<file path="config.mk">
export PLATFORM = sky130hd
export DESIGN_NAME = tcw_ctrl
export DESIGN_NICKNAME = d
export VERILOG_FILES = /design/src/hdl/tcw_pkg.sv /design/src/hdl/tcw_ctrl.sv
export SDC_FILE = /design/constraint.sdc
export NUM_CORES = 1
export LEC_CHECK = 0
export BUFFER_PORTS_ARGS = -buffer_cell sky130_fd_sc_hd__buf_2
export CORE_AREA = 2 2 39 41
export DETAILED_ROUTE_END_ITERATION = 10
export DIE_AREA = 0 0 41 43
export PLACE_DENSITY = 0.43
export REMOVE_ABC_BUFFERS = 1
export SLEW_MARGIN = 20
export SYNTH_ARGS = -nofsm -noshare
export SYNTH_HDL_FRONTEND = slang
export SYNTH_SLANG_ARGS = --single-unit
export TNS_END_PERCENT = 10
</file>
<file path="constraint.sdc">
create_clock -name clk -period 1.39 [get_ports clk]
set_input_delay 0.0695 -clock clk [delete_from_list [all_inputs] [get_ports clk]]
set_output_delay 0.0695 -clock clk [all_outputs]
set_load 0.02 [all_outputs]
</file>
<file path="src/hdl/tcw_pkg.sv">
// Package for the text console character writer.
// Shared widths, operation and character codes, and controller/datapath structs.
// No dependencies.
`timescale 1ns / 1ps

package tcw_pkg;

	localparam int COLUMNS_DEFAULT = 80;
	localparam int ROWS_DEFAULT    = 25;

	localparam int COL_W  = 7;
	localparam int ROW_W  = 5;
	localparam int ADDR_W = 11;
	localparam int BYTE_W = 8;
	localparam int OP_W   = 2;

	localparam logic [OP_W-1:0] OP_PUT      = 2'd0;
	localparam logic [OP_W-1:0] OP_SET_STOP = 2'd1;
	localparam logic [OP_W-1:0] OP_CLR_STOP = 2'd2;
	localparam logic [OP_W-1:0] OP_READ     = 2'd3;

	localparam logic [BYTE_W-1:0] CH_BS    = 8'h08;
	localparam logic [BYTE_W-1:0] CH_TAB   = 8'h09;
	localparam logic [BYTE_W-1:0] CH_CR    = 8'h0D;
	localparam logic [BYTE_W-1:0] CH_LF    = 8'h0A;
	localparam logic [BYTE_W-1:0] CH_BLANK = 8'h20;

	localparam logic [BYTE_W-1:0] ATTR_RESET = 8'h9F;

	typedef struct packed {
		logic start;
		logic clear_step;
		logic copy_step;
		logic load_out;
	} tcw_cmd_t;

	typedef struct packed {
		logic acc_scroll;
		logic clear_last;
		logic copy_last;
	} tcw_sts_t;

endpackage

</file>
<file path="src/hdl/tcw_ctrl.sv">
// Controller state machine for the text console character writer.
// Sequences clearing, item execution, scroll copy and result hand-off.
// Depends on tcw_pkg.
`timescale 1ns / 1ps

module tcw_ctrl (
	input  logic               clk,
	input  logic               arst_n,
	input  logic               in_valid,
	output logic               in_stall,
	output logic               out_valid,
	input  logic               out_stall,
	input  tcw_pkg::tcw_sts_t  sts,
	output tcw_pkg::tcw_cmd_t  cmd
);

	localparam logic [1:0] S_CLEAR = 2'd0;
	localparam logic [1:0] S_IDLE  = 2'd1;
	localparam logic [1:0] S_COPY  = 2'd2;
	localparam logic [1:0] S_DONE  = 2'd3;

	logic [1:0] state_q;
	logic [1:0] state_n;
	logic       out_valid_q;

	always_comb begin
		cmd     = '0;
		state_n = state_q;
		unique case (state_q)
			S_CLEAR: begin
				cmd.clear_step = 1'b1;
				if (sts.clear_last) begin
					state_n = S_IDLE;
				end
			end
			S_IDLE: begin
				if (in_valid) begin
					cmd.start = 1'b1;
					state_n   = sts.acc_scroll ? S_COPY : S_DONE;
				end
			end
			S_COPY: begin
				cmd.copy_step = 1'b1;
				if (sts.copy_last) begin
					state_n = S_DONE;
				end
			end
			S_DONE: begin
				if (!out_valid_q || !out_stall) begin
					cmd.load_out = 1'b1;
					state_n      = S_IDLE;
				end
			end
			default: begin
				state_n = S_IDLE;
			end
		endcase
	end

	always_ff @(posedge clk or negedge arst_n) begin
		if (!arst_n) begin
			state_q     <= S_CLEAR;
			out_valid_q <= 1'b0;
		end else begin
			state_q <= state_n;
			if (cmd.load_out) begin
				out_valid_q <= 1'b1;
			end else if (!out_stall) begin
				out_valid_q <= 1'b0;
			end
		end
	end

	assign in_stall  = (state_q != S_IDLE);
	assign out_valid = out_valid_q;

endmodule

</file>
==> results.sh <==
export IMPL_status="completed"
export IMPL_cp_top_family="flip-flops"
export IMPL_worst_pin_slew_ps=224
export IMPL_ir_drop_uv=797
export IMPL_drtAntennaViolNets=0
export IMPL_avgSynthCellArea_um2=11.0
export IMPL_r2r_slack_ps=20
export IMPL_worstSetupEndpointType="flip-flop"
export IMPL_fmax_mhz=730
export IMPL_path_max_fanout=5
export IMPL_slowest_delay_ps=430
export IMPL_arrival_ps=1480
export IMPL_yosysTopAreaCell="dfrtp_1"
export IMPL_final_nets=53
export IMPL_final_cells=56
export IMPL_initialDrtViolationCount=0
export IMPL_dpl_cell_count=51
export IMPL_io_pin_count=13
export IMPL_crit_path_frequent_cell="inv_2"
export IMPL_grt_pass1_vias=206
export IMPL_h_tree_depth=1
export IMPL_synth_area_um2=241
export IMPL_yosysWarningCount=0
export IMPL_vias_per_cell=3.98
export IMPL_drt_wirelength_per_cell_um=11.1
export IMPL_setup_viol=0
export IMPL_drive_above_1_share_pct=75.0
export IMPL_tns_ps=0
export IMPL_cts_sinks=3
export IMPL_min_path_cells=2
export IMPL_pre_cts_ws_ps=-23.8
export IMPL_slew_viol_final=0
export IMPL_wl_um=621
export IMPL_crit_buf_inv=2
export IMPL_path_cells="inv_2 -> ha_4 -> inv_2 -> o2111ai_4 -> mux2_4"
export IMPL_clock_latency_ps=230
export IMPL_die_area_um2=1760
export IMPL_grt_antenna_before_repair=0
export IMPL_crit_type="reg -> reg"
export IMPL_fin_util_pct=29.6
export IMPL_max_slew_margin_pct=85.1
export IMPL_crit_path_start_kind="flip-flop"
export IMPL_cts_tree="done"
export IMPL_design_core_area_um2=1380
export IMPL_power_density_nw_per_um2=2520
export IMPL_ys_types=12
export IMPL_synth_area_leaders="dfrtp_1 (31%), ha_1 (26%), mux2_1 (9.3%)"
export IMPL_clk_path_buf_depth=2
export IMPL_hold_viol=0
export IMPL_crit_required_ps=1500
export IMPL_worst_path_stages=5
export IMPL_cts_root_buffer="clkbuf_4"
export IMPL_dr_pass1_iters=1
export IMPL_rsz0062_at_grt="true"
export IMPL_finalWorstSetupSlack_ps=19.3
export IMPL_grt_use_total_pct=8.46
export IMPL_reg2reg_depth=5
export IMPL_start_util_pct=17.5
export IMPL_gp_congestion=0.594
export IMPL_postCtsSetupBuffers=0
export IMPL_via_count=223
export IMPL_chipHeight_um=43
export IMPL_grt_pass1_wl_um=890
export IMPL_final_cell_mix="buf_2 (12), inv_2 (3), clkbuf_4 (3)"
export IMPL_synth_seq_cells=3
export IMPL_syn_inst=22
export IMPL_grt_overflow=0
export IMPL_synth_top_area_share_pct=31.1
export IMPL_ys_seq_area_share_pct=31.1
export IMPL_layout_commonest_cell="buf_2"
export IMPL_grt_max_degree=6
export IMPL_period_needed_ps=1370
export IMPL_drv_cap=0
export IMPL_die_w_um=41
export IMPL_hold_path_class="in -> reg"
export IMPL_p_leak_nw=0.198
export IMPL_cts_buffers_inserted=3
export IMPL_numPortBuffers=12
export IMPL_place_area_um2=329
export IMPL_num_rows=14
export IMPL_clk_pin_slew_ps=40
export IMPL_design_area_um2=409
export IMPL_cpMaxStageDelayCell="dfrtp_2"
export IMPL_num_antenna_cells=0
export IMPL_area_growth_pct=69.4
export IMPL_remaining_drc_errors=0
export IMPL_skew_ps=0.945
export IMPL_period_share_pct=98.6
export IMPL_dpl_hpwl_um=403
-- cell families (layout without fill, tap and decap cells) --
group / Yosys count / in the layout / synth area share (%)
muxes: 2 / 2 / 9.33
AOI/OAI and AO/OA: 4 / 4 / 15.5
DFF: 3 / 3 / 31.1
adders and majority gates: 5 / 5 / 25.9
and+or+nand+nor: 4 / 4 / 11.9
buffers and inverters: 4 / 22 / 6.22
-- stage by stage --
stage | hold WS (ps) | total power, mW
after floorplan | -226 | 0.548
after global placement | -131 | 0.708
after detailed placement | -130 | 0.707
after CTS | 86.1 | 1.03
after global routing | 86.8 | 1.11
final | 93.4 | 1.03
-- layout make-up --
class | instances | area [um2]
well taps | 16 | 20.0
clock buffers | 4 | 26.3
repair buffers | 14 | 77.6
inverters | 4 | 15.0
fillers | 150 | 975
multi-input cells | 15 | 193
flip-flops and latches | 3 | 77.6
-- registers in the layout (all words and copies together), names as in the netlist --
name       cells
state_q        2
out_valid      1
-- final timing paths --
path | end | from
max reg2reg | state_q[0]$_DFFE_PN0P_ | state_q[1]$_DFFE_PN0P_
max | state_q[0]$_DFFE_PN0P_ | state_q[1]$_DFFE_PN0P_
min reg2reg | out_valid$_DFFE_PN0P_ | out_valid$_DFFE_PN0P_
min in group asynchronous | state_q[1]$_DFFE_PN0P_ | arst_n
min | out_valid$_DFFE_PN0P_ | out_stall
max in group asynchronous | state_q[0]$_DFFE_PN0P_ | arst_n
-- synthesized netlist by cell type --
cell type  count
ha_1           5
inv_1          3
nand3_1        1
and2_1         1
a21o_1         1
a21boi_0       1
o211ai_1       1
dfrtp_1        3
nand2b_2       2
mux2_1         2
inv_2          1
o2111ai_2      1
-- power by group --
part,switching (mW),internal (mW)
clock,0.0497,0.108
combinational,0.336,0.325
sequential,0.0687,0.142
total,0.455,0.575
-- what timing repair did --
item	in CTS	in global routing
gates resized for setup	10	2
gates cloned	0	0
hold buffers	1	0
endpoints found under the hold margin	3	0
pin swaps	1	0
endpoints found under the setup margin	2	3
-- layer usage --
layer	part of all wire [%]	vias up	track usage, %
met2	45	15	11.3
met1	42	93	8.44
met3	12	2	5.24
met4	1.3	0	8.00
li1	-	113	-
met5	0	-	0
No activity file was read; power rests on OpenSTA's default activity.
